==> config.mk <==
export PLATFORM = sky130hd
export DESIGN_NAME = power_button_wake_gesture_gate
export DESIGN_NICKNAME = d
export VERILOG_FILES = /design/src/hw/rtl/pbwg_pkg.sv /design/src/hw/rtl/pbwg_cfg_regs.sv /design/src/hw/rtl/pbwg_core.sv /design/src/hw/rtl/power_button_wake_gesture_gate.sv
export SDC_FILE = /design/constraint.sdc
export NUM_CORES = 1
export LEC_CHECK = 0
export BUFFER_PORTS_ARGS = -buffer_cell sky130_fd_sc_hd__buf_2
export CORE_MARGIN = 3
export CORE_UTILIZATION = 29
export DETAILED_ROUTE_END_ITERATION = 8
export REMOVE_ABC_BUFFERS = 1
export SYNTH_ARGS = -nofsm -noshare
export SYNTH_HDL_FRONTEND = slang
export SYNTH_SLANG_ARGS = --single-unit
==> constraint.sdc <==
create_clock -name clk -period 8.8 [get_ports clk]
set_input_delay 1.76 -clock clk [delete_from_list [all_inputs] [get_ports clk]]
set_output_delay 1.76 -clock clk [all_outputs]
set_load 0.01 [all_outputs]
==> src/hw/rtl/pbwg_pkg.sv <==
// Shared types and constants for the power button wake gesture gate.
// Holds the register map, the configuration and result structs and the verdict codes.
// No dependencies.
`timescale 1ns / 1ps
`default_nettype none

package pbwg_pkg;

  localparam int unsigned ADDR_BITS = 5;
  localparam int unsigned DATA_BITS = 32;

  // Register indexes (byte address = 4 * index)
  localparam logic [2:0] REG_SHORT_PRESS_EN  = 3'd0;
  localparam logic [2:0] REG_LONG_HOLD_EN    = 3'd1;
  localparam logic [2:0] REG_DOUBLE_CLICK_EN = 3'd2;
  localparam logic [2:0] REG_REQUIRED_HOLD   = 3'd3;
  localparam logic [2:0] REG_BOUNCE_TOL      = 3'd4;
  localparam logic [2:0] REG_RELEASE_DEB     = 3'd5;
  localparam logic [2:0] REG_DOUBLE_WINDOW   = 3'd6;

  localparam logic [15:0] REQUIRED_HOLD_RST = 16'd1000;
  localparam logic [15:0] BOUNCE_TOL_RST    = 16'd100;
  localparam logic [15:0] RELEASE_DEB_RST   = 16'd30;
  localparam logic [15:0] DOUBLE_WINDOW_RST = 16'd300;

  localparam logic [15:0] SAT16_MAX = 16'hFFFF;

  typedef enum logic [2:0] {
    VERDICT_NOT_PRESSED = 3'd0,
    VERDICT_SHORT       = 3'd1,
    VERDICT_LONG_HOLD   = 3'd2,
    VERDICT_DOUBLE      = 3'd3,
    VERDICT_EARLY       = 3'd4,
    VERDICT_NO_SECOND   = 3'd5
  } verdict_t;

  typedef struct packed {
    logic        short_press_enabled;
    logic        long_hold_enabled;
    logic        double_click_enabled;
    logic [15:0] required_hold_ms;
    logic [15:0] early_release_ms;
    logic [15:0] repress_gap_ms;
    logic [15:0] second_press_window_ms;
  } cfg_t;

  typedef struct packed {
    logic        emit;
    verdict_t    verdict;
    logic [15:0] decided_at_ms;
    logic [15:0] held_ms;
  } result_t;

endpackage

`default_nettype wire

==> src/hw/rtl/pbwg_cfg_regs.sv <==
// APB-style configuration register file for the wake gesture gate.
// Depends on pbwg_pkg for the register map and the cfg_t struct.
`timescale 1ns / 1ps
`default_nettype none

module pbwg_cfg_regs (
  input  wire logic                           clk,
  input  wire logic                           rst_n,
  input  wire logic                           psel,
  input  wire logic                           penable,
  input  wire logic                           pwrite,
  input  wire logic [pbwg_pkg::ADDR_BITS-1:0] paddr,
  input  wire logic [pbwg_pkg::DATA_BITS-1:0] pwdata,
  output logic      [pbwg_pkg::DATA_BITS-1:0] prdata,
  output logic                                pready,
  output pbwg_pkg::cfg_t                      cfg
);

  pbwg_pkg::cfg_t cfg_r;
  logic [2:0]     reg_idx;
  logic           wr_en;

  assign reg_idx = paddr[pbwg_pkg::ADDR_BITS-1:2];
  assign wr_en   = psel & penable & pwrite;
  assign pready  = 1'b1;
  assign cfg     = cfg_r;

  always_ff @(posedge clk) begin
    if (!rst_n) begin
      cfg_r.short_press_enabled    <= 1'b0;
      cfg_r.long_hold_enabled      <= 1'b1;
      cfg_r.double_click_enabled   <= 1'b0;
      cfg_r.required_hold_ms       <= pbwg_pkg::REQUIRED_HOLD_RST;
      cfg_r.early_release_ms       <= pbwg_pkg::BOUNCE_TOL_RST;
      cfg_r.repress_gap_ms         <= pbwg_pkg::RELEASE_DEB_RST;
      cfg_r.second_press_window_ms <= pbwg_pkg::DOUBLE_WINDOW_RST;
    end else if (wr_en) begin
      case (reg_idx)
        pbwg_pkg::REG_SHORT_PRESS_EN:  cfg_r.short_press_enabled    <= pwdata[0];
        pbwg_pkg::REG_LONG_HOLD_EN:    cfg_r.long_hold_enabled      <= pwdata[0];
        pbwg_pkg::REG_DOUBLE_CLICK_EN: cfg_r.double_click_enabled   <= pwdata[0];
        pbwg_pkg::REG_REQUIRED_HOLD:   cfg_r.required_hold_ms       <= pwdata[15:0];
        pbwg_pkg::REG_BOUNCE_TOL:      cfg_r.early_release_ms       <= pwdata[15:0];
        pbwg_pkg::REG_RELEASE_DEB:     cfg_r.repress_gap_ms         <= pwdata[15:0];
        pbwg_pkg::REG_DOUBLE_WINDOW:   cfg_r.second_press_window_ms <= pwdata[15:0];
        default: ;
      endcase
    end
  end

  always_comb begin
    prdata = '0;
    case (reg_idx)
      pbwg_pkg::REG_SHORT_PRESS_EN:  prdata[0]    = cfg_r.short_press_enabled;
      pbwg_pkg::REG_LONG_HOLD_EN:    prdata[0]    = cfg_r.long_hold_enabled;
      pbwg_pkg::REG_DOUBLE_CLICK_EN: prdata[0]    = cfg_r.double_click_enabled;
      pbwg_pkg::REG_REQUIRED_HOLD:   prdata[15:0] = cfg_r.required_hold_ms;
      pbwg_pkg::REG_BOUNCE_TOL:      prdata[15:0] = cfg_r.early_release_ms;
      pbwg_pkg::REG_RELEASE_DEB:     prdata[15:0] = cfg_r.repress_gap_ms;
      pbwg_pkg::REG_DOUBLE_WINDOW:   prdata[15:0] = cfg_r.second_press_window_ms;
      default:                       prdata       = '0;
    endcase
  end

endmodule

`default_nettype wire

==> src/hw/rtl/pbwg_core.sv <==
// Gesture classifier: gate state registers and the single-pass decision logic.
// Depends on pbwg_pkg for cfg_t, result_t and the verdict codes.
`timescale 1ns / 1ps
`default_nettype none

module pbwg_core #(
  parameter int unsigned TIME_BITS = 32
) (
  input  wire logic                 clk,
  input  wire logic                 rst_n,
  input  wire logic                 step,
  input  wire logic                 pin_pressed,
  input  wire logic [TIME_BITS-1:0] now,
  input  wire pbwg_pkg::cfg_t       cfg,
  output pbwg_pkg::result_t         res
);

  localparam logic [TIME_BITS-1:0] SAT_LIMIT = TIME_BITS'(pbwg_pkg::SAT16_MAX);

  logic                 active_r, active_nxt;
  logic                 seen_r, seen_nxt;
  logic [TIME_BITS-1:0] start_r, start_nxt;
  logic [TIME_BITS-1:0] last_r, last_nxt;
  logic [TIME_BITS-1:0] rel_start_r, rel_start_nxt;

  logic                 eff_seen;
  logic [TIME_BITS-1:0] eff_rel_start;
  logic [TIME_BITS-1:0] held;
  logic [TIME_BITS-1:0] gap;
  logic [TIME_BITS-1:0] since_start;
  logic [TIME_BITS-1:0] held_out;
  logic                 emit;
  pbwg_pkg::verdict_t   verdict;

  always_comb begin
    // An idle gate opens on this sample: times start from now, no release pending
    start_nxt     = active_r ? start_r : now;
    last_nxt      = active_r ? last_r : now;
    eff_seen      = active_r & seen_r;
    eff_rel_start = active_r ? rel_start_r : '0;

    held        = last_nxt - start_nxt;
    since_start = now - start_nxt;
    gap         = now - eff_rel_start;

    active_nxt    = active_r;
    seen_nxt      = eff_seen;
    rel_start_nxt = eff_rel_start;
    emit          = 1'b0;
    verdict       = pbwg_pkg::VERDICT_NOT_PRESSED;
    held_out      = '0;

    if (!active_r && !pin_pressed) begin
      emit = 1'b1;
    end else if (!active_r && cfg.short_press_enabled) begin
      emit    = 1'b1;
      verdict = pbwg_pkg::VERDICT_SHORT;
    end else begin
      active_nxt = 1'b1;
      if (pin_pressed) begin
        if (eff_seen && cfg.double_click_enabled &&
            gap >= TIME_BITS'(cfg.repress_gap_ms)) begin
          emit     = 1'b1;
          verdict  = pbwg_pkg::VERDICT_DOUBLE;
          held_out = held;
        end else begin
          // Drop a short release as bounce and keep following the press
          seen_nxt = 1'b0;
          last_nxt = now;
          if (cfg.long_hold_enabled && now >= TIME_BITS'(cfg.required_hold_ms)) begin
            emit     = 1'b1;
            verdict  = pbwg_pkg::VERDICT_LONG_HOLD;
            held_out = since_start;
          end
        end
      end else begin
        seen_nxt = 1'b1;
        if (!eff_seen) begin
          rel_start_nxt = now;
        end
        held_out = held;
        if (!cfg.double_click_enabled) begin
          if ((now - rel_start_nxt) >= TIME_BITS'(cfg.early_release_ms)) begin
            emit    = 1'b1;
            verdict = pbwg_pkg::VERDICT_EARLY;
          end
        end else if ((now - rel_start_nxt) >= TIME_BITS'(cfg.second_press_window_ms)) begin
          emit    = 1'b1;
          verdict = pbwg_pkg::VERDICT_NO_SECOND;
        end
      end
    end

    if (emit) begin
      active_nxt = 1'b0;
      seen_nxt   = 1'b0;
    end

    res.emit          = emit;
    res.verdict       = verdict;
    res.decided_at_ms = (now > SAT_LIMIT) ? pbwg_pkg::SAT16_MAX : now[15:0];
    res.held_ms       = (held_out > SAT_LIMIT) ? pbwg_pkg::SAT16_MAX : held_out[15:0];
  end

  always_ff @(posedge clk) begin
    if (!rst_n) begin
      active_r <= 1'b0;
      seen_r   <= 1'b0;
    end else if (step) begin
      active_r <= active_nxt;
      seen_r   <= seen_nxt;
    end
  end

  // Times are only read while the gate or the release flag says they are live
  always_ff @(posedge clk) begin
    if (step) begin
      start_r     <= start_nxt;
      last_r      <= last_nxt;
      rel_start_r <= rel_start_nxt;
    end
  end

endmodule

`default_nettype wire

==> src/hw/rtl/power_button_wake_gesture_gate.sv <==
// Power button wake gesture gate, top level.
// A sample is held in the sample register, classified by the core and its result is
// captured in the result register. Throughput: one sample per cycle unless a result waits
// on a blocked output; set by the one pass from sample register to result register.
// Reset (synchronous, rst_n low): gate idle, no release pending, registers to defaults.
// Depends on pbwg_pkg, pbwg_cfg_regs and pbwg_core.
`timescale 1ns / 1ps
`default_nettype none

module power_button_wake_gesture_gate #(
  parameter int unsigned TIME_BITS = 32
) (
  input  wire logic                           clk,
  input  wire logic                           rst_n,
  input  wire logic                           in_valid,
  output logic                                in_ready,
  input  wire logic                           in_pin_pressed,
  input  wire logic [31:0]                    in_now_ms,
  output logic                                out_valid,
  input  wire logic                           out_ready,
  output logic [2:0]                          out_verdict,
  output logic [15:0]                         out_decided_at_ms,
  output logic [15:0]                         out_held_ms,
  input  wire logic                           psel,
  input  wire logic                           penable,
  input  wire logic                           pwrite,
  input  wire logic [pbwg_pkg::ADDR_BITS-1:0] paddr,
  input  wire logic [pbwg_pkg::DATA_BITS-1:0] pwdata,
  output logic      [pbwg_pkg::DATA_BITS-1:0] prdata,
  output logic                                pready
);

  pbwg_pkg::cfg_t    cfg;
  pbwg_pkg::result_t res;

  logic        smp_valid_r;
  logic        smp_pin_r;
  logic [31:0] smp_now_r;
  logic        step;

  logic        out_valid_r;
  logic [2:0]  out_verdict_r;
  logic [15:0] out_at_r;
  logic [15:0] out_held_r;

  pbwg_cfg_regs u_cfg (
    .clk     (clk),
    .rst_n   (rst_n),
    .psel    (psel),
    .penable (penable),
    .pwrite  (pwrite),
    .paddr   (paddr),
    .pwdata  (pwdata),
    .prdata  (prdata),
    .pready  (pready),
    .cfg     (cfg)
  );

  pbwg_core #(
    .TIME_BITS (TIME_BITS)
  ) u_core (
    .clk         (clk),
    .rst_n       (rst_n),
    .step        (step),
    .pin_pressed (smp_pin_r),
    .now         (TIME_BITS'(smp_now_r)),
    .cfg         (cfg),
    .res         (res)
  );

  // Advance the held sample unless it has a result and the result slot is blocked
  assign step     = smp_valid_r & (~res.emit | ~out_valid_r | out_ready);
  assign in_ready = ~smp_valid_r | step;

  always_ff @(posedge clk) begin
    if (!rst_n) begin
      smp_valid_r <= 1'b0;
    end else if (in_ready) begin
      smp_valid_r <= in_valid;
    end
  end

  always_ff @(posedge clk) begin
    if (in_valid && in_ready) begin
      smp_pin_r <= in_pin_pressed;
      smp_now_r <= in_now_ms;
    end
  end

  always_ff @(posedge clk) begin
    if (!rst_n) begin
      out_valid_r <= 1'b0;
    end else if (step && res.emit) begin
      out_valid_r <= 1'b1;
    end else if (out_ready) begin
      out_valid_r <= 1'b0;
    end
  end

  always_ff @(posedge clk) begin
    if (step && res.emit) begin
      out_verdict_r <= res.verdict;
      out_at_r      <= res.decided_at_ms;
      out_held_r    <= res.held_ms;
    end
  end

  assign out_valid         = out_valid_r;
  assign out_verdict       = out_verdict_r;
  assign out_decided_at_ms = out_at_r;
  assign out_held_ms       = out_held_r;

endmodule

`default_nettype wire

; After elaboration in Yosys (flattened, before gate mapping)
; Index checks and enable logic that the tools add are counted.
[word_totals]
register_bits = 235
inputBits = 77
wordCells = 114
output_inout_bits = 70
[classes]
muxes = 46
n_addsub = 4
n_bitwise = 10
n_reduce_logical = 20
order_cmp = 6
eq_ne = 8
[op_table]
columns = operator, n
row1 = 2-to-1 mux 32 bit, 19
row2 = greater-or-equal comparator 32 x 16 -> 1 bit, 4
row3 = subtractor 32 bit, 4
row4 = "> comparator 32 x 16 -> 1 bit, second input constant", 2
row5 = case mux 15 bit (4 select lines), 1
row6 = 2-to-1 mux 1 bit, 19
row7 = 2-to-1 mux 3 bit, 5
row8 = AND reduction 2 bit, 7
row9 = "== test 3 bit, second input constant", 3
row10 = logical AND 1 bit, 7
row11 = case mux 1 bit (7 select lines), 1
row12 = "== test 3 x 2 -> 1 bit, second input constant", 2
row13 = AND 1 bit, 4
row14 = "inequality test 2 x 1 -> 1 bit, second input constant", 2
row15 = "== test 3 x 1 -> 1 bit, second input constant", 1
row16 = logical NOT 3 bit, 1
row17 = NOT 1 bit, 3
row18 = OR 1 bit, 3
row19 = AND reduction 3 bit, 1
row20 = logical NOT 1 bit, 2
row21 = 2-to-1 mux 2 bit, 1
row22 = nonzero test 2 bit, 1
row23 = OR reduction 2 bit, 1

; Depth between registers and ports, before layout
; Gate-level depths: netlist of the first run.
[depth]
word_depth = 18
mapped_depth = 27
depth_no_buf = 24

; Cells and area by module
; Synthesis of the first run repeated with hierarchy kept, for this count alone.
[unflattened]
hier_cells = 2262
area_unflattened_um2 = 19845.3
[by_module_without_submodules]
columns = module, cells_per_inst, n_inst, area_per_inst_um2, seq_area_each_um2
row1 = pbwg_core, 1829, 1, 14437.6, 2922.8
row2 = pbwg_cfg_regs, 353, 1, 3248.1, 1341.3
row3 = power_button_wake_gesture_gate, 80, 1, 2159.6, 2082.0

; Worst setup path before layout of the first run
; Ideal clock, no wire load.
[synth_path]
path_type = register to output
start = register u_core.active_r
end = output port in_ready
path_stages_with_launch = 23
t_arrival_ps = 5207
n_path_buf = 4
path_slack_ps = 1833
path_cell_list = dfxtp_1 clkbuf_1 clkbuf_1 clkbuf_1 buf_1 nand2_1 ha_1 nor2b_1 o2111a_1 o21ba_1 o21ai_1 nor2b_1 xnor2_1 ha_1 a21o_1 a21o_1 a221o_1 a2111oi_0 nand4_1 nor4_4 a41oi_4 o22ai_2 a211o_1
[synth_via]
elab_chain_len = 17
word_cells_on_any_way = 28
[synth_lines]
columns = item, line
row1 = "start, declared", pbwg_core.sv:20  ; logic active_r, active_nxt;
row2 = "start signal, assigned", pbwg_core.sv:110  ; active_r <= active_nxt;
row3 = 2-to-1 mux 32 bit or AND 1 bit (tied branches), "pbwg_core.sv:40, pbwg_core.sv:39"
row4 = 2-to-1 mux 32 bit, pbwg_core.sv:78  ; if (!eff_seen) begin
row5 = 2-to-1 mux 32 bit, pbwg_core.sv:60  ; if (pin_pressed) begin
row6 = 2-to-1 mux 32 bit, pbwg_core.sv:55  ; end else if (!active_r && cfg.short_press_enabled) begin
row7 = 2-to-1 mux 32 bit, pbwg_core.sv:53  ; if (!active_r && !pin_pressed) begin
row8 = subtractor 32 bit, "pbwg_core.sv:83, pbwg_core.sv:87"
row9 = "greater-or-equal comparator 32 x 16 -> 1 bit, on equally long branches", "pbwg_core.sv:83, pbwg_core.sv:87"
row10 = "2-to-1 mux 1 bit, on equally long branches", "pbwg_core.sv:83, pbwg_core.sv:87"
row11 = 2-to-1 mux 1 bit, pbwg_core.sv:82  ; if (!cfg.double_click_enabled) begin
row12 = 2-to-1 mux 1 bit, pbwg_core.sv:60
row13 = 2-to-1 mux 1 bit, pbwg_core.sv:55
row14 = 2-to-1 mux 1 bit *, pbwg_core.sv:53
row15 = NOT 1 bit *, power_button_wake_gesture_gate.sv:72  ; assign step = smp_valid_r & (~res.emit | ~out_valid_r | out_ready);
row16 = OR 1 bit * (2 in series), power_button_wake_gesture_gate.sv:72
row17 = AND 1 bit *, power_button_wake_gesture_gate.sv:72
row18 = OR 1 bit *, power_button_wake_gesture_gate.sv:73  ; assign in_ready = ~smp_valid_r | step;
row19 = "end, declared", power_button_wake_gesture_gate.sv:16  ; output logic in_ready,
; Every way passes the cells marked *; elsewhere a longest branch is shown, timed or not. The select of a mux whose other input is x is not followed.

; Final worst setup path of the first run
; Ends and elaborated chain as after synthesis.

==> flow_summary.yaml, run 1 <==
critical_path:
  critPathKind: "register to output pin"
  worstSetupEndpointType: "output pin"
  r2r-start: "u_core.active_r$_SDFFE_PN0P_"
  worst_ep_arrival_time_ps: 6500
  worstSetupStartpointType: "register"
  cp_max_fo: 49
  critPathLaunch: "u_core.active_r$_SDFFE_PN0P_"
  cp.required_ps: 7040
grt:
  grt_pass1_wl_mm: 92.8
  grt_max_degree: 91
  grt_pass1_vias: 16300
  grtUsageMet1_pct: 22.6
  grt-busiest-layer: "met2"
  grt_use_total_pct: 16.4
  use_met2_pct: 26.8
  antenna_found_initial: 6
  use_met3_pct: 2.66
  grt.overflow.total: 0
logic_synthesis:
  ys_seq_area_share_pct: 32.2
  avgSynthCellArea_um2: 8.64
  synth_edf_count: 164
  postSynth.asyncResetShare_pct: 0
  synth_cell_types: 94
  syn_inst: 2281
  synth_warnings: 0
  syn-cell-area_um2: 19700
  ys_ff_latch: 235
  ys.flop_type: "edfxtp_1"
clock_network:
  hold_buffers: 0
  clockRootBuffer: "clkbuf_16"
  cts_sinks: 235
  clkSlewWorstSetupHoldPaths_ps: 60
  postCtsSetupBuffers: 0
  cts_tree: "done"
  post_cts_resized: 0
  ctsHtreeMaxLevel: 1
  numCtsBuffers: 29
  clk_latency_ps: 580
  cts_buffer_depth: 3
drt:
  drt_first_pass_iters: 5
  ant_nets: 0
  num_vias: 17100
  drtIter0Drc: 1493
  avgRoutedWirePerCell_um: 18.5
  drcViolationCount: 0
  vias_per_cell: 5.29
  routed_wl_mm: 59.7
timing:
  fmax_mhz: 121
  slew_headroom_pct: 21.3
  maxSlewViolCount: 0
  setup_viol: 0
  worstMarginPinSlew_ps: 1180
  min_period_ps: 8260
  fin_tns_setup_ps: 0
  finClkSkew_ps: 23.3
  min_period_over_period_pct: 93.8
  rsz0062_at_grt: "false"
  finalHoldViolCount: 0
floorplan:
  die_y_um: 267
  die-width_um: 267
  dieArea_um2: 71100
  rows: 94
  floorplan.initialDensity_pct: 29.6
  coreArea_um2: 66600
  ioPinCount: 147
placed_design:
  dpl.hpwl_mm: 44.8
  portBuffers: 111
  place.gp.congestion: 0.901
pwr:
  p_leak_uw: 0.00883
  powerDensity_nw_per_um2: 154
  vdd_drop_max_v: 0.000113
final_layout:
  layout-area-overhead-vs-synth_pct: 12.5
  layout-drive-gt1-share_pct: 10.2
  final_common_cell: "nand2_1"
  final_core_util_pct: 33.3
  final_cell_mix: "nand2_1, ha_1, edfxtp_1"
  nNetsFinal: 2616
hold_path:
  hp-class: "register to register"
  hold_start: "u_cfg.cfg[46]$_SDFFE_PN0P_"
status:
  status: "finished, final reports clean"
run:
  cap_viol_max_count: 0
-- state kept, by name, summed over array words and instances, names as in the netlist, 3 cells and up --
name,count
out_decided_at_ms,16
u_core.last_r,32
smp_now_r,32
u_core.rel_start_r,32
u_core.start_r,32
out_verdict,3
out_held_ms,16
u_cfg.cfg,67
-- cells by family after synthesis --
logic type | synth area share (%)
multiplexers | 5.13
flip-flops | 32.2
adder cells (fa/ha/maj) | 12.5
other | 0.0381
AND/OR/NAND/NOR | 18.8
AO/OA/AOI/OAI | 22.5
buffers and inverters | 5.13
XOR/XNOR | 3.78
-- stage by stage --
step	instances	hold slack, ps	cell area (um2)	setup slack (ps)	power [uW]
finish	3234	480	22200	544	3420
global route	3231	514	22200	37.8	3600
CTS	3231	484	22200	571	3440
detailed placement	3178	475	21100	1210	2120
global placement	3178	469	21100	1240	2120
floorplan	2180	456	19300	-921	1890
-- where the power goes --
| group | internal [uW] | switching, uW | leakage [uW] | total (uW) |
|---|---|---|---|---|
| clock | 813 | 495 | 0.000502 | 1310 |
| sequential | 1230 | 39.3 | 0.00208 | 1270 |
| combinational | 336 | 507 | 0.00624 | 843 |
-- layer usage --
metal | up-vias | part of all wire (%)
li1 | 8449 | -
met1 | 8121 | 46
met2 | 448 | 45
met3 | 75 | 5.9
met4 | 2 | 2.5
met5 | - | 0.022
-- worst max-delay path: stages (launching register included) --
cell       delay, ps
dfxtp_4          680
nand2_1          190
ha_1             390
and2_1           200
a221o_1          340
nor2_1           170
o21ai_0          170
a21o_1           210
a21oi_1          160
xnor2_1          140
ha_1             260
a21o_1           160
a21oi_1          130
nor2_1            60
a2111oi_0        560
nand4_1          290
nor4_4           410
a41oi_4          140
buf_4            310
o22ai_2          450
a211o_1          290
buf_2            160
-- cells in the mapped netlist (15+ instances only) --
master | number | area, um2
a211oi_1 | 20 | 150
a21boi_0 | 59 | 443
a21o_1 | 53 | 398
a21oi_1 | 161 | 806
a22o_1 | 16 | 140
a22oi_1 | 31 | 233
a31oi_1 | 31 | 194
and2_1 | 43 | 269
and3_1 | 15 | 93.8
buf_4 | 18 | 135
clkbuf_1 | 82 | 308
dfxtp_1 | 71 | 1420
edfxtp_1 | 164 | 4920
ha_1 | 190 | 2380
inv_1 | 133 | 499
mux2_1 | 31 | 349
mux2i_1 | 58 | 581
nand2_1 | 378 | 1420
nand2b_1 | 52 | 325
nand3_1 | 35 | 175
nand4_1 | 33 | 206
nor2_1 | 83 | 312
nor2b_1 | 22 | 138
nor3_1 | 20 | 100
o211ai_1 | 38 | 285
o21a_1 | 24 | 180
o21ai_0 | 78 | 390
o21bai_1 | 20 | 150
or2_2 | 23 | 144
or3_1 | 17 | 106
xnor2_1 | 49 | 429
xor2_1 | 36 | 315
-- area by class of cell --
type	count	area, um2
Tap cell	864	1080
Sequential cell	235	6350
Antenna cell	3	7.51
Multi-Input combinational cell	1812	12500
Timing Repair Buffer	134	741
Clock buffer	33	751
Fill cell	6965	44400
Clock inverter	20	279
Inverter	133	499
-- worst paths after layout --
| check | slack [ps] | cells past startpoint | to |
|---|---|---|---|
| worst max-delay path | 540 | 21 | in_ready |
| worst min-delay path | 480 | 2 | u_cfg.cfg[46]$_SDFFE_PN0P_ |
| worst max register to register | 1880 | 21 | u_core.rel_start_r[20]$_DFFE_PP_ |
| worst min register to register | 480 | 2 | u_cfg.cfg[46]$_SDFFE_PN0P_ |
No activity file was read; power rests on OpenSTA's default activity.
==> run 2: changes to the inputs <==
ABC_AREA = 1   (was unset)
CTS_CLUSTER_SIZE = 10   (was unset)
==> run 2 against run 1 <==
Maximum frequency is 17% higher. Clock power decreased by 9.9%. Combinational power grew 45%. First-iteration DRC count up 6.3%. Sequential share of layout area is 1.3 points lower. Clock skew rose by 10 ps. Flip-flop and latch count unchanged. Synthesized cell count increased by 34%. Total power up 7.7%. Routed wire length up 13%. Die area increased by 5.0%. Synthesized area rose by 5.2%. Largest cell class unchanged. Highest routed layer is now met4.
==> flow_summary.yaml, run 2 <==
pwr:
  power.switching_uw: 1350
  powerDensity_nw_per_um2: 159
  power_frac_seq_pct: 34.8
  p_total_uw: 3680
  vdd_drop_max_v: 0.000139
  p_comb_share_pct: 33.1
  p_leak_uw: 0.0111
  swShare_pct: 36.6
  p_int_uw: 2340
  pwr-share-clk_pct: 32.1
run:
  cap_viol_max_count: 0
clock_network:
  post_cts_resized: 0
  postCtsSetupBuffers: 0
  numCtsBuffers: 30
  cts_tree: "done"
  cts_sinks: 235
  hold_buffers: 0
  clk_latency_ps: 600
  cts_buffer_depth: 3
  clkSlewWorstSetupHoldPaths_ps: 60
  clockRootBuffer: "clkbuf_16"
  ctsHtreeMaxLevel: 1
logic_synthesis:
  ys_ff_latch: 235
  synth_edf_count: 164
  postSynth.asyncResetShare_pct: 0
  synth_top_area_share_pct: 23.8
  synth.area.top_cells: "edfxtp_1, nand2_1, ha_1, inv_1, dfxtp_1"
  ys_seq_area_share_pct: 30.6
  synth_warnings: 0
  synthTopCellsByCount: "nand2_1, inv_1, a21oi_1"
  yosys.area.top_type: "edfxtp_1"
  syn-cell-area_um2: 20700
  syn_inst: 3052
  avgSynthCellArea_um2: 6.79
  ys.flop_type: "edfxtp_1"
  synth.most_common_cell: "nand2_1"
  synth_cell_types: 54
timing:
  rsz0062_at_grt: "false"
  maxSlewViolCount: 0
  finalHoldViolCount: 0
  fmax_mhz: 141
  setup_viol: 0
  worstMarginPinSlew_ps: 1060
  slew_headroom_pct: 29.5
  min_period_over_period_pct: 80.4
  min_period_ps: 7070
  finClkSkew_ps: 33.3
hold_path:
  hp-class: "register to register"
critical_path:
  worst_ep_arrival_time_ps: 5310
  worstSetupEndpointType: "output pin"
  critPathKind: "register to output pin"
  crit_path_frequent_cell: "nand2_1"
  path_buf_inv: 3
  worstSetupStartpointType: "register"
  cp_max_fo: 59
  cp.required_ps: 7040
  cpLargestDelayFamily: "simple AND/OR/NAND/NOR gates"
  cpMaxStageDelayCell: "buf_4"
  slowest_delay_ps: 450
placed_design:
  portBuffers: 111
  postPlaceCellArea_um2: 22200
  dpl.hpwl_mm: 53.6
  place.gp.congestion: 0.917
  dp_cells: 4054
drt:
  num_vias: 19600
  drt_first_pass_iters: 7
  ant_nets: 0
  drcViolationCount: 0
  vias_per_cell: 4.78
  drtIter0Drc: 1587
  avgRoutedWirePerCell_um: 16.4
  routed_wl_mm: 67.2
floorplan:
  die_y_um: 273
  dieArea_um2: 74700
  die-width_um: 273
  rows: 97
  floorplan.initialDensity_pct: 29.4
  coreArea_um2: 70400
  ioPinCount: 147
final_layout:
  final_cell_mix: "nand2_1, inv_1, a21oi_1"
  nNetsFinal: 3417
  largest_reg_flops: 67
  instances_no_fill: 4105
  final_common_cell: "nand2_1"
  fillers: 7791
  layout-area-overhead-vs-synth_pct: 11.8
  layout-drive-gt1-share_pct: 6.92
  final_core_util_pct: 32.9
  final_area_um2: 23200
  diodes: 0
grt:
  grt_pass1_vias: 18000
  grt_pass1_wl_mm: 103
  antenna_found_initial: 0
  grt_use_total_pct: 17.5
  grt.overflow.total: 0
  grt_max_degree: 78
status:
  status: "finished, final reports clean"
[run 2: changes by cell type in the layout (fill, tap and decap cells not counted), sizes merged, moves of 59 or more]
cell    delta
nand2    +435
inv      +404
o21ai    +188
nor2     +168
a21oi    +109
nand3     +81
a21boi    -59
mux2i     -59
[run 2: cells by family (layout without fill, tap and decap cells)]
group	after synthesis	after routing	share of synthesized area [%]
AOI/OAI and AO/OA	649	649	17.0
xor gates and xnor gates	73	73	3.09
adders and majority gates	194	194	11.9
buffers and inverters	618	716	11.7
DFF	235	235	30.6
other	2	17	0.0362
and+or+nand+nor	1281	1281	25.7
[run 2: stage by stage]
step	worst slack (ps)	setup TNS, ps	hold WS [ps]
finish	1730	0	480
global route	1230	0	517
CTS	1740	0	485
detailed placement	2400	0	476
global placement	2450	0	470
floorplan	-847	-81600	437
[run 2: final timing paths]
path / from / cells past startpoint / slack, ps / to
worst max-delay path: u_core.active_r$_SDFFE_PN0P_ / 26 / 1730 / in_ready
worst max register to register: u_core.active_r$_SDFFE_PN0P_ / 28 / 2690 / u_core.rel_start_r[24]$_DFFE_PP_
worst min-delay path: u_core.seen_r$_SDFFE_PN0P_ / 2 / 480 / u_core.seen_r$_SDFFE_PN0P_
worst min register to register: u_core.seen_r$_SDFFE_PN0P_ / 2 / 480 / u_core.seen_r$_SDFFE_PN0P_
[run 2: cell type report]
class | instances | area, um2 | area share [%]
multi-input cells | 2214 | 12000 | 51.9
flip-flops and latches | 235 | 6350 | 27.4
inverters | 540 | 2030 | 8.76
well taps | 940 | 1180 | 5.08
clock buffers | 46 | 873 | 3.77
repair buffers | 125 | 661 | 2.85
clock inverters | 5 | 58.8 | 0.254
[run 2: per-layer routing]
metal | vias up | part of all wire (%) | routed length, um | global-route usage, %
met2 | 500 | 44 | 29700 | 28.1
met1 | 8856 | 47 | 31600 | 24.5
met3 | 100 | 5.6 | 3770 | 1.89
met5 | - | 0 | 0 | 0
li1 | 10200 | - | - | -
met4 | 0 | 3.2 | 2150 | 5.74
[run 2: power groups by stage]
stage / combinational [uW] / clock [uW] / sequential [uW]
6_report: 1220 / 1180 / 1280
3_3_place_gp: 1190 / 0 / 1300
2_1_floorplan: 869 / 0 / 1300
4_1_cts: 1210 / 1210 / 1280
3_5_place_dp: 1200 / 0 / 1300
5_1_grt: 1380 / 1250 / 1280
[run 2: worst reg2reg max path, delay by kind of cell, from the launching register on]
kind | cells | cell delay, ps
compound gates | 4 | 670
xor+xnor | 1 | 280
fa+ha+maj | 2 | 680
buf+inv | 4 | 1630
flops | 1 | 340
simple gates | 17 | 2160
==> run 3: changes to the inputs <==
clock period = 7.3 ns   (was 8.8 ns; I/O delays follow)
==> run 3 against run 2 <==
Routed wire length is 0.19% higher. Setup slack lost 1000 ps. Clock skew shrank 12 ps. Critical path type unchanged. Flip-flop and latch count unchanged. Highest routed layer unchanged. Sequential share of layout area barely moved. Via count hardly changed. Non-clock buffer count unchanged.
==> flow_summary.yaml, run 3 (synthesized netlist as in run 2, its figures left out) <==
run:
  cap_viol_max_count: 0
critical_path:
  r2r-start: "smp_now_r[0]$_DFFE_PP_"
  worstSetupStartpointType: "register"
  cpMaxStageDelayCell: "o21ai_0"
  worst_ep_arrival_time_ps: 5130
  worstSetupEndpointType: "output pin"
  ff2ff_path_depth: 27
  critPathKind: "register to output pin"
  slowest_delay_ps: 510
  crit_path_frequent_cell: "nand2_1"
  r2r-end: "u_core.start_r[28]$_DFFE_PP_"
  r2r_slack_ps: 1730
  cp_max_fo: 8
  cp.required_ps: 5840
drt:
  dr.max_layer_used: "met4"
  drtIter0Drc: 1416
  wl_met1_mm: 31.8
  num_vias: 19600
  dr_wl_met2_mm: 30.0
  vias_per_cell: 4.78
  routed_wl_mm: 67.3
  drt_first_pass_iters: 6
  met3_length_mm: 3.43
  avgRoutedWirePerCell_um: 16.4
  drcViolationCount: 0
  ant_nets: 0
floorplan:
  rows: 97
  die_y_um: 273
  ioPinCount: 147
  die-width_um: 273
  coreArea_um2: 70400
  dieArea_um2: 74700
  floorplan.initialDensity_pct: 29.4
timing:
  fmax_mhz: 152
  setup_viol: 0
  rsz0062_at_grt: "false"
  worstMarginPinSlew_ps: 1100
  min_period_ps: 6590
  min_period_over_period_pct: 90.3
  finalHoldViolCount: 0
  finClkSkew_ps: 21.2
  slew_headroom_pct: 26.5
  maxSlewViolCount: 0
clock_network:
  clk_latency_ps: 590
  hold_buffers: 0
  ctsHtreeMaxLevel: 1
  cts_buffer_depth: 3
  numCtsBuffers: 29
  clockRootBuffer: "clkbuf_16"
  cts_sinks: 235
  cts_tree: "done"
  post_cts_resized: 0
  clkSlewWorstSetupHoldPaths_ps: 60
  postCtsSetupBuffers: 0
hold_path:
  holdPathStages: 2
  min_to: "u_core.seen_r$_SDFFE_PN0P_"
  hold_start: "u_core.seen_r$_SDFFE_PN0P_"
  hp-class: "register to register"
final_layout:
  largest_reg_flops: 67
  final_common_cell: "nand2_1"
  final_cell_mix: "nand2_1, inv_1, a21oi_1"
  layout-area-overhead-vs-synth_pct: 11.9
  diodes: 0
  nNetsFinal: 3416
  final_core_util_pct: 32.9
  layout-drive-gt1-share_pct: 6.86
grt:
  grt_max_degree: 151
  grt_pass1_wl_mm: 104
  antenna_found_initial: 0
  grt_use_total_pct: 17.6
  grt.overflow.total: 0
  grt_pass1_vias: 18100
placed_design:
  place.gp.congestion: 0.904
  portBuffers: 111
  dpl.hpwl_mm: 53.9
pwr:
  p_total_uw: 4430
  p_leak_uw: 0.0111
  powerDensity_nw_per_um2: 191
  vdd_drop_max_v: 0.000173
status:
  status: "finished, final reports clean"
==> run 3: worst max path at each step <==
stage                            startpoint                         end  depth (start not counted)
6_report             smp_now_r[0]$_DFFE_PP_                    in_ready                         25
5_1_grt        u_core.active_r$_SDFFE_PN0P_                    in_ready                         27
4_1_cts              smp_now_r[0]$_DFFE_PP_                    in_ready                         25
3_5_place_dp         smp_now_r[0]$_DFFE_PP_                    in_ready                         25
3_3_place_gp         smp_now_r[0]$_DFFE_PP_                    in_ready                         25
2_1_floorplan  u_core.active_r$_SDFFE_PN0P_  u_core.last_r[0]$_DFFE_PP_                         25
==> run 3: cell type report <==
class | instances | area [um2]
multi-input cells | 2214 | 12000
clock inverters | 4 | 60.1
inverters | 540 | 2030
fillers | 7731 | 47200
well taps | 940 | 1180
repair buffers | 125 | 686
clock buffers | 46 | 852
flip-flops and latches | 235 | 6350
==> run 3: worst max-delay path, delay by kind of cell (launching register included) <==
family | cells | cell delay (ps)
AND/OR/NAND/NOR | 14 | 1510
adder cells (fa/ha/maj) | 3 | 990
AO/OA/AOI/OAI | 4 | 970
buffers and inverters | 3 | 460
flip-flops | 1 | 380
XOR/XNOR | 1 | 240
==> run 3: through the flow <==
step	area (um2)	instances	setup TNS (ps)	hold WS (ps)	worst slack, ps
finish	23200	4104	0	482	711
global route	23200	4104	0	491	269
floorplan	20400	2989	-299890	437	-2350
CTS	23200	4104	0	475	617
global placement	22300	4054	0	468	1370
detailed placement	22300	4054	0	469	1280
==> run 3: where the power goes <==
part           switching (uW)  internal (uW)  leakage, uW
Combinational             973            499      0.00864
Clock                     586            831     0.000443
Sequential               45.9           1500      0.00207
Total                    1600           2830       0.0111
==> run 3: per-layer routing <==
layer | vias to the layer above | track usage (%)
met1 | 8854 | 24.6
met4 | 0 | 5.39
met5 | - | 0
met2 | 504 | 28.4
met3 | 96 | 1.89
li1 | 10200 | -
